[config.mk]
export PLATFORM = sky130hd
export DESIGN_NAME = load_sort_emit
export DESIGN_NICKNAME = d
export VERILOG_FILES = /design/src/design/lse_pkg.sv /design/src/design/load_sort_emit.sv /design/src/design/lse_ram.sv /design/src/design/lse_ctrl.sv
export SDC_FILE = /design/constraint.sdc
export NUM_CORES = 1
export LEC_CHECK = 0
export ABC_AREA = 1
export BUFFER_PORTS_ARGS = -buffer_cell sky130_fd_sc_hd__buf_2
export CORE_AREA = 4 4 412 414
export DETAILED_ROUTE_END_ITERATION = 16
export DIE_AREA = 0 0 416 418
export SLEW_MARGIN = 20
export SYNTH_ARGS = -nofsm -noshare
export SYNTH_HDL_FRONTEND = slang
export SYNTH_SLANG_ARGS = --single-unit
[constraint.sdc]
create_clock -name clk -period 7.7 [get_ports clk]
set_clock_uncertainty 0.05 [all_clocks]
set_input_delay 1.54 -clock clk [delete_from_list [all_inputs] [get_ports clk]]
set_output_delay 1.54 -clock clk [all_outputs]
set_load 0.02 [all_outputs]
[src/design/lse_pkg.sv]
// ----------------------------------------------------------------------------
// lse_pkg
// Shared constants and types for the load, sort and emit block: store depth,
// derived widths, sequencer states, the memory request bundle and result flags.
// ----------------------------------------------------------------------------
`default_nettype none

package lse_pkg;

  // Capacity of the element store and the widths that follow from it.
  localparam int DEPTH = 32;
  localparam int AW    = (DEPTH > 1) ? $clog2(DEPTH) : 1;
  localparam int CW    = $clog2(DEPTH + 1);
  localparam int DW    = 32;

  // Sequencer states.
  typedef enum logic [2:0] {
    ST_IDLE,
    ST_CAP,
    ST_INNER,
    ST_WB,
    ST_EMIT
  } state_t;

  // One cycle's access to the element store.
  typedef struct packed {
    logic          we;
    logic [AW-1:0] waddr;
    logic [DW-1:0] wdata;
    logic [AW-1:0] raddr;
  } mem_req_t;

  // Result strobe and its flags, registered in the sequencer.
  typedef struct packed {
    logic valid;
    logic last;
    logic overflow;
  } res_flags_t;

endpackage

`default_nettype wire

[src/design/load_sort_emit.sv]
// ----------------------------------------------------------------------------
// load_sort_emit
// Collects signed 32-bit values into a store, sorts the set in ascending
// order with an in-place exchange sort, and emits it as a run of results.
// ----------------------------------------------------------------------------
//
//   channel   handshake          payload
//   input     start / busy       in_value, in_end_of_set
//   result    out_valid strobe   out_sorted_value, out_last, out_overflow
//
// Loading writes each accepted beat to the next entry, if free. A beat marked
// end of set starts the sort, or the emit for a set of one entry: each outer
// position takes a fetch step, a compare step per later entry and a write-back
// step, all paced by the single store read port. The run then leaves at one
// result per cycle. Reset is synchronous and clears the sequencer, count
// and drop flag; the store itself holds no reset value. Results cannot be
// stalled, and busy stays high from the end beat until the last read.
// ----------------------------------------------------------------------------
`default_nettype none

module load_sort_emit (
  input  wire logic               clk,
  input  wire logic               rst_n,
  input  wire logic               start,
  output logic                    busy,
  input  wire logic signed [31:0] in_value,
  input  wire logic               in_end_of_set,
  output logic                    out_valid,
  output logic signed [31:0]      out_sorted_value,
  output logic                    out_last,
  output logic                    out_overflow
);

  import lse_pkg::*;

  mem_req_t          mem_req;
  res_flags_t        res;
  logic [DW-1:0]     rdata;

  // Sequencer.
  lse_ctrl u_ctrl (
    .clk           (clk),
    .rst_n         (rst_n),
    .start         (start),
    .in_value      (in_value),
    .in_end_of_set (in_end_of_set),
    .rdata         ($signed(rdata)),
    .busy          (busy),
    .mem_req       (mem_req),
    .res           (res)
  );

  // Element store.
  lse_ram #(
    .WIDTH (DW),
    .DEPTH (DEPTH)
  ) u_store (
    .clk   (clk),
    .we    (mem_req.we),
    .waddr (mem_req.waddr),
    .wdata (mem_req.wdata),
    .raddr (mem_req.raddr),
    .rdata (rdata)
  );

  // Result beat: registered read data with the flags registered alongside.
  assign out_valid        = res.valid;
  assign out_last         = res.last;
  assign out_overflow     = res.overflow;
  assign out_sorted_value = $signed(rdata);

  // A result only follows a cycle in which the block was busy.
  a_valid_after_busy: assert property (@(posedge clk) disable iff (!rst_n)
    out_valid |-> $past(busy))
    else $error("result beat without a preceding busy cycle");

  // The run ends on its last beat.
  a_last_ends_run: assert property (@(posedge clk) disable iff (!rst_n)
    (out_valid && out_last) |=> !out_valid)
    else $error("result beat straight after the last of a run");

  // An end-of-set beat always starts the sort or emit.
  a_end_goes_busy: assert property (@(posedge clk) disable iff (!rst_n)
    (start && !busy && in_end_of_set) |=> busy)
    else $error("end of set accepted but block did not go busy");

  // Consecutive beats of one run are in ascending order.
  a_ascending: assert property (@(posedge clk) disable iff (!rst_n)
    (out_valid && $past(out_valid) && !$past(out_last)) |->
      ($signed($past(out_sorted_value)) <= $signed(out_sorted_value)))
    else $error("sorted run out of order");

endmodule

`default_nettype wire

[src/design/lse_ram.sv]
// ----------------------------------------------------------------------------
// lse_ram
// Generic simple dual-port RAM: one write port, one read port, read data
// registered. A read of the address written in the same cycle returns the
// old contents.
// ----------------------------------------------------------------------------
`default_nettype none

module lse_ram #(
  parameter int WIDTH = 32,
  parameter int DEPTH = 32
) (
  input  wire logic                               clk,
  input  wire logic                               we,
  input  wire logic [((DEPTH > 1) ? $clog2(DEPTH) : 1)-1:0] waddr,
  input  wire logic [WIDTH-1:0]                   wdata,
  input  wire logic [((DEPTH > 1) ? $clog2(DEPTH) : 1)-1:0] raddr,
  output logic      [WIDTH-1:0]                   rdata
);

  logic [WIDTH-1:0] mem [DEPTH];

  // Write port and registered read port.
  always_ff @(posedge clk) begin
    if (we) begin
      mem[waddr] <= wdata;
    end
    rdata <= mem[raddr];
  end

endmodule

`default_nettype wire

[src/design/lse_ctrl.sv]
// ----------------------------------------------------------------------------
// lse_ctrl
// Sequencer for the load, sort and emit block. Writes incoming beats into
// the element store, runs the exchange sort as read-compare-write passes over
// the store, then reads the sorted entries out as result beats.
// ----------------------------------------------------------------------------
`default_nettype none

module lse_ctrl (
  input  wire logic                     clk,
  input  wire logic                     rst_n,
  input  wire logic                     start,
  input  wire logic signed [31:0]       in_value,
  input  wire logic                     in_end_of_set,
  input  wire logic signed [31:0]       rdata,
  output logic                          busy,
  output lse_pkg::mem_req_t             mem_req,
  output lse_pkg::res_flags_t           res
);

  import lse_pkg::*;

  state_t            state_r, state_nxt;
  logic [CW-1:0]     count_r, count_nxt;
  logic              drop_r, drop_nxt;
  logic [AW-1:0]     i_r, i_nxt;
  logic [AW-1:0]     x_r, x_nxt;
  logic [AW-1:0]     k_r, k_nxt;
  logic signed [31:0] cur_r, cur_nxt;
  res_flags_t        res_r, res_nxt;

  logic              accept;
  logic              full;
  logic [CW-1:0]     set_size;
  logic [CW-1:0]     last_idx;
  logic              x_at_end;
  logic              i_at_end;
  logic              k_at_end;
  logic              swap;

  // Shared conditions.
  assign accept   = start && (state_r == ST_IDLE);
  assign full     = (count_r >= CW'(DEPTH));
  assign set_size = full ? CW'(DEPTH) : CW'(count_r + 1'b1);
  assign last_idx = CW'(count_r - 1'b1);
  assign x_at_end = (CW'(x_r) == last_idx);
  assign i_at_end = (CW'(CW'(i_r) + 2'd2) >= count_r);
  assign k_at_end = (CW'(k_r) == last_idx);
  assign swap     = (cur_r > rdata);
  assign busy     = (state_r != ST_IDLE);
  assign res      = res_r;

  // Next state.
  always_comb begin
    state_nxt = state_r;
    unique case (state_r)
      ST_IDLE: begin
        if (accept && in_end_of_set) begin
          state_nxt = (set_size == CW'(1)) ? ST_EMIT : ST_CAP;
        end
      end
      ST_CAP:   state_nxt = ST_INNER;
      ST_INNER: begin
        if (x_at_end) begin
          state_nxt = ST_WB;
        end
      end
      ST_WB:    state_nxt = i_at_end ? ST_EMIT : ST_CAP;
      ST_EMIT: begin
        if (k_at_end) begin
          state_nxt = ST_IDLE;
        end
      end
      default:  state_nxt = ST_IDLE;
    endcase
  end

  // Store accesses and datapath register updates.
  always_comb begin
    mem_req   = '0;
    count_nxt = count_r;
    drop_nxt  = drop_r;
    i_nxt     = i_r;
    x_nxt     = x_r;
    k_nxt     = k_r;
    cur_nxt   = cur_r;
    res_nxt   = '0;
    unique case (state_r)
      ST_IDLE: begin
        // Load a beat into the next free entry, or note it as dropped.
        if (accept) begin
          if (!full) begin
            mem_req.we    = 1'b1;
            mem_req.waddr = count_r[AW-1:0];
            mem_req.wdata = in_value;
          end
          count_nxt = set_size;
          drop_nxt  = drop_r | full;
          i_nxt     = '0;
          k_nxt     = '0;
        end
      end
      ST_CAP: begin
        // Entry i arrives; start the scan at the entry after it.
        cur_nxt       = rdata;
        mem_req.raddr = AW'(i_r + 1'b1);
        x_nxt         = AW'(i_r + 1'b1);
      end
      ST_INNER: begin
        // Swap a smaller later entry into the held position.
        if (swap) begin
          mem_req.we    = 1'b1;
          mem_req.waddr = x_r;
          mem_req.wdata = cur_r;
          cur_nxt       = rdata;
        end
        if (!x_at_end) begin
          mem_req.raddr = AW'(x_r + 1'b1);
          x_nxt         = AW'(x_r + 1'b1);
        end
      end
      ST_WB: begin
        // Settle entry i and fetch the next outer position.
        mem_req.we    = 1'b1;
        mem_req.waddr = i_r;
        mem_req.wdata = cur_r;
        mem_req.raddr = AW'(i_r + 1'b1);
        i_nxt         = AW'(i_r + 1'b1);
      end
      ST_EMIT: begin
        // Read out one sorted entry per cycle; flags follow the read data.
        mem_req.raddr    = k_r;
        res_nxt.valid    = 1'b1;
        res_nxt.last     = k_at_end;
        res_nxt.overflow = drop_r;
        k_nxt            = AW'(k_r + 1'b1);
        if (k_at_end) begin
          count_nxt = '0;
          drop_nxt  = 1'b0;
        end
      end
      default: begin
        count_nxt = '0;
        drop_nxt  = 1'b0;
      end
    endcase
  end

  // Control registers.
  always_ff @(posedge clk) begin
    if (!rst_n) begin
      state_r <= ST_IDLE;
      count_r <= '0;
      drop_r  <= 1'b0;
      res_r   <= '0;
    end else begin
      state_r <= state_nxt;
      count_r <= count_nxt;
      drop_r  <= drop_nxt;
      res_r   <= res_nxt;
    end
  end

  // Indices and the held element.
  always_ff @(posedge clk) begin
    i_r   <= i_nxt;
    x_r   <= x_nxt;
    k_r   <= k_nxt;
    cur_r <= cur_nxt;
  end

endmodule

`default_nettype wire
# Word level (Yosys, flattened, before mapping)
# Memories as Yosys holds them, arrays and structs flattened. A register that Yosys moved wholly into a read port is not among the register bits.
# Index checks and enable logic that the tools add are counted.
[totals]
regBits = 60
out_inout_bits = 36
memories = 1
latch_bits = 0
word_cells = 80
mem_bits_rw = 1024
romBits = 0
[classes]
n_reduce_logical = 16
n_lt_le_gt_ge = 3
n_mul = 0
bitwise_logic = 2
n_div = 0
shifts = 0
add_sub_neg = 6
muxes = 29
eq_ne = 13
[memory_table]
columns = ["memory", "words", "word_bits", "rd", "rd_ports_with_merged_regs", "write_ports", "line", "rtl"]
rows = [
  ["u_store.mem", 32, 32, 1, 1, 1, "lse_ram.sv:21", "logic [WIDTH-1:0] mem [DEPTH];"],
]
[op_table]
columns = ["op", "n"]
rows = [
  ["$mux 38", 3],
  ["$pmux 38 s3", 1],
  ["$pmux 32 s2", 1],
  ["$gt 32x32->1", 1],
  ["$mux 32", 1],
  ["$pmux 5 s2", 3],
  ["$mux 3", 6],
  ["$mux 6", 3],
  ["$pmux 6 s3", 1],
  ["$add 5x1->5 const B", 3],
  ["$mux 5", 3],
  ["$pmux 3 s5", 1],
  ["$pmux 5 s3", 1],
  ["$eq 5x6->1", 2],
  ["$reduce_and 2->1", 5],
  ["$ne 2x1->1 const B", 4],
  ["$add 5x2->6 const B", 1],
  ["$add 6x1->6 const B", 1],
  ["$eq 3x2->1 const B", 2],
  ["$eq 6x1->1 const B", 1],
  ["$ge 6x6->1", 1],
  ["$ge 6x6->1 const B", 1],
  ["$reduce_and 3->1", 2],
  ["$reduce_bool 2->1", 3],
  ["13 further kinds", 18],
]

# Longest topological paths before layout
[depth]
ltp_word = 6
mapped_depth = 21
depth_no_buf = 19

# Modules after synthesis
# A second synthesis with hierarchy kept.
[unflattened]
hier_cells = 4100
area_unflattened_um2 = 46733.6
[modules_own_cells]
columns = ["mod", "seq_area_each_um2", "instances", "cells_each", "area_each_um2"]
rows = [
  ["lse_ram", 31390.1, 1, 3536, 42405.7],
  ["lse_ctrl", 1671.6, 1, 564, 4327.9],
]

# Worst setup path after synthesis
# Ideal clock, no wire load.
[synth_path]
path_type = "in2reg"
from = "input port start"
to = "memory u_store.mem[28][0], enable pin"
required_ns = 7.229
path_stages = 9
setup_ns = 0.421
setup_slack_ns = 3.304
path_buffers = 0
arrival_time_ns = 3.925
cell_sequence = "inv_1 > nor2_1 > inv_1 > nor2_2 > inv_1 > o21ai_0 > o21bai_1 > nand3_1 > nor2_1"
[synth_via]
elab_chain_len = 5
[synth_rtl]
columns = ["item", "line", "rtl"]
rows = [
  ["from (decl)", "load_sort_emit.sv:24", "input wire logic start,"],
  ["$logic_and 1x1->1 *", "lse_ctrl.sv:42", "assign accept = start && (state_r == ST_IDLE);"],
  ["$mux 38 *", "lse_ctrl.sv:91", "if (accept) begin"],
  ["$pmux 38 s3 *", "lse_ctrl.sv:88", "unique case (state_r)"],
  ["$mux 1", "lse_ram.sv:25", "if (we) begin"],
  ["$mux 1 (implied by the code)", "lse_ram.sv:26", "mem[waddr] <= wdata;"],
  ["to (decl)", "lse_ram.sv:21", ""],
]
# Every way passes the cells marked *; elsewhere a longest branch is shown, timed or not.

# Final worst setup path
[layout_path]
from = "register u_ctrl.count_r[0]"
to = "register u_store.rdata[5] (read register of u_store.mem)"
[layout_via]
elab_chain_len = 4
[layout_rtl]
columns = ["item", "line", "rtl"]
rows = [
  ["from (decl)", "lse_ctrl.sv:24", "logic [CW-1:0] count_r, count_nxt;"],
  ["from (signal assigned)", "lse_ctrl.sv:158", "count_r <= count_nxt;"],
  ["$sub 6x1->6", "lse_ctrl.sv:45", "assign last_idx = CW'(count_r - 1'b1);"],
  ["$eq 5x6->1", "lse_ctrl.sv:46", "assign x_at_end = (CW'(x_r) == last_idx);"],
  ["$mux 5", "lse_ctrl.sv:117", "if (!x_at_end) begin"],
  ["$pmux 5 s3", "lse_ctrl.sv:88", ""],
  ["to (decl)", "lse_ram.sv:18", "output logic [WIDTH-1:0] rdata"],
]
# No other way between the ends.
# A chain may end at the register's enable or synchronous reset.

==> results.sh <==
export IMPL_outcome="finished, final reports clean"
export IMPL_final_max_slew_viol_count=0
export IMPL_netlist_area_leader_share=0.648
export IMPL_critical_path_class="register to register"
export IMPL_htreeDepth=3
export IMPL_drc=0
export IMPL_clk_path_buf_depth=3
export IMPL_die_x_um=416
export IMPL_cts_buffers=114
export IMPL_first_global_vias=32200
export IMPL_wl_per_cell_um=20.6
export IMPL_drt_initial_drc_count=3546
export IMPL_die_y_um=418
export IMPL_cp_common_cell="nand2_1"
export IMPL_dp_hpwl_mm=82.9
export IMPL_post_synth_top_area_cell="edfxtp_1"
export IMPL_synth_nets=4737
export IMPL_cp_top_family="buffers and inverters"
export IMPL_core_area_um2=166000
export IMPL_async_flop_share=0
export IMPL_grt_setup_unrepaired="false"
export IMPL_postCtsSetupBuffers=0
export IMPL_p_total_uw=22200
export IMPL_nNetsFinal=4702
export IMPL_tightest_slew_ps=1100
export IMPL_final_cell_mix="nand3_1 (1118), edfxtp_1 (1071), nand2_1 (948)"
export IMPL_syn_area_per_cell_um2=10.7
export IMPL_final_layout_size_suffix_gt1_frac=0.0785
export IMPL_cp_num_buf_inv=6
export IMPL_pin_count=72
export IMPL_synthCells=4656
export IMPL_slew_headroom=0.267
export IMPL_grt_first_pass_wirelength_mm=211
export IMPL_grt_overflow=0
export IMPL_ant_nets=0
export IMPL_cts_tree="built"
export IMPL_cts_root_buffer="clkbuf_16"
export IMPL_cp_slowest_cell="dfxtp_1"
export IMPL_synth_cell_types=35
export IMPL_track_usage=0.159
export IMPL_cts_resized=0
export IMPL_setup_tns_ps=0
export IMPL_dr_pass1_iters=6
export IMPL_vias=34100
export IMPL_period_minus_slack_ps=4880
export IMPL_path_cells="inv_2 -> ha_1 -> inv_1 -> nand2_1 -> nand2_1 -> nor2_1 -> inv_1 -> nor2_1 -> nand3_1 -> nor2_4 -> nor2_1 -> nor2_4 -> buf_12 -> inv_6 -> buf_4 -> nand3_1 -> nand3_1 -> nand2_1 -> nand2_1 -> nand2_1"
export IMPL_hold_class="register to register"
export IMPL_syn_cell_area_um2=49700
export IMPL_synth_area_top_cells="edfxtp_1 (65%), nand3_1 (11%), nand2_1 (7.2%), inv_1 (5.2%), nand3b_1 (3.4%)"
export IMPL_grt_max_degree=178
export IMPL_fin_ws_ps=2820
export IMPL_fill_cells=16500
export IMPL_end_kind="register"
export IMPL_dpl_cell_count=6699
export IMPL_finalNonFillerCells=6918
export IMPL_synth_main_ff_cell="edfxtp_1"
export IMPL_fp_dieArea_um2=174000
export IMPL_fmax_mhz=205
export IMPL_p_leak_uw=0.0221
export IMPL_wirelength_mm=143
export IMPL_setup_viol=0
export IMPL_drv_cap=0
export IMPL_slowest_delay_ps=540
export IMPL_rows=150
export IMPL_worstRegToRegCells=20
export IMPL_cp_depth=20
export IMPL_antenna_found_initial=4
export IMPL_hold_depth=2
export IMPL_p_per_area_nw_per_um2=393
export IMPL_peakVddDrop_mv=0.259
export IMPL_worst_ep_arrival_time_ps=5440
export IMPL_place_congestion=0.843
export IMPL_cts_hold_buf=0
export IMPL_insertion_delay_ps=710
export IMPL_ys_ff_latch=1116
export IMPL_area_growth_pct=13.5
export IMPL_report_final_hold_viol_count=0
export IMPL_place_ws_ps=2350
export IMPL_clk_pin_slew_ps=60
export IMPL_layout_cells_most_common="nand3_1"
export IMPL_start_util=0.299
export IMPL_ys_warn_count=0
export IMPL_synth_edf_count=1071
export IMPL_critical_path_required_ps=8250
export IMPL_finalCritPeriodShare=0.634
export IMPL_viasPerCell=4.93
export IMPL_ys_seq_area_frac=0.666
export IMPL_numClockSinks=1116
export IMPL_critPathLaunchType="register"
export IMPL_cp_max_fo=129
export IMPL_numPortBuffers=71
[metrics by stage]
step / util / hold slack (ps) / area, µm²
6_report: 0.339 / 404 / 56400
5_1_grt: 0.339 / 422 / 56400
4_1_cts: 0.337 / 412 / 56100
3_5_place_dp: 0.315 / 397 / 52500
3_3_place_gp: 0.314 / 388 / 52200
2_1_floorplan: - / 374 / 49700
[final cells by class]
type | count | area [µm²] | area share
inverter | 696 | 2630 | 0.0466
sequential | 1116 | 33100 | 0.587
tap | 2204 | 2760 | 0.0489
antenna | 1 | 2.50 | 0.0000444
clock inverter | 54 | 513 | 0.00910
multi-input combinational | 2564 | 13000 | 0.231
timing repair buffer | 129 | 1260 | 0.0223
clock buffer | 154 | 3140 | 0.0556
[flip-flops by register name, indices dropped and copies added (netlist names)]
register / cells
u_ctrl.count_r: 6
u_ctrl.cur_r: 32
u_ctrl.drop_r: 1
u_ctrl.i_r: 5
u_ctrl.k_r: 5
u_ctrl.res: 3
u_ctrl.state_r: 3
u_ctrl.x_r: 5
u_store.mem: 1024
u_store.rdata: 32
[synth_stat cells (3+ instances only)]
cell type / number
a21oi_1: 33
a22o_1: 32
a22oi_1: 3
buf_1: 12
buf_2: 182
buf_4: 8
clkbuf_1: 77
dfxtp_1: 45
edfxtp_1: 1071
ha_1: 45
inv_1: 687
inv_2: 7
nand2_1: 950
nand3_1: 1118
nand3b_1: 224
nand4_1: 10
nor2_1: 83
nor3_1: 8
o21ai_0: 25
o21bai_1: 6
xnor2_1: 4
xor2_1: 6
[metal layers]
metal / vias to the layer above / global-route usage / routed length, µm
met1: 16700 / 0.211 / 57700
li1: 15700 / - / -
met5: - / 0 / 0
met2: 1401 / 0.257 / 67300
met3: 254 / 0.0237 / 11000
met4: 0 / 0.0755 / 6750
[worst reg2reg max path, stage by stage, from the launching register on]
cell and delay (ps):
dfxtp_1 540, inv_2 220, ha_1 430, inv_1 90
nand2_1 60, nand2_1 50, nor2_1 120, inv_1 50
nor2_1 80, nand3_1 110, nor2_4 190, nor2_1 100
nor2_4 100, buf_12 350, inv_6 950, buf_4 520
nand3_1 140, nand3_1 100, nand2_1 250, nand2_1 100
nand2_1 190
[path summary, 6_finish.rpt]
kind / slack, ps / endpoint / from
worst min-delay path: 400 / u_ctrl.res[0] / u_ctrl.drop_r
worst min register to register: 400 / u_ctrl.res[0] / u_ctrl.drop_r
worst max register to register: 2820 / u_store.rdata[5] / u_ctrl.count_r[0]
worst max-delay path: 2820 / u_store.rdata[5] / u_ctrl.count_r[0]
[report_power, final]
part	switching, µW	internal [µW]
Combinational	6360	2150
Sequential	299	7910
Clock	2280	3160
[kinds of logic after synthesis]
logic type | Yosys count | share of synthesized area
xor gates and xnor gates | 10 | 0.00176
and+or+nand+nor | 2400 | 0.228
DFF | 1116 | 0.666
adders and majority gates | 45 | 0.0113
AOI/OAI and AO/OA | 109 | 0.0143
buffers and inverters | 976 | 0.0791
(Power assumes the default switching activity.)
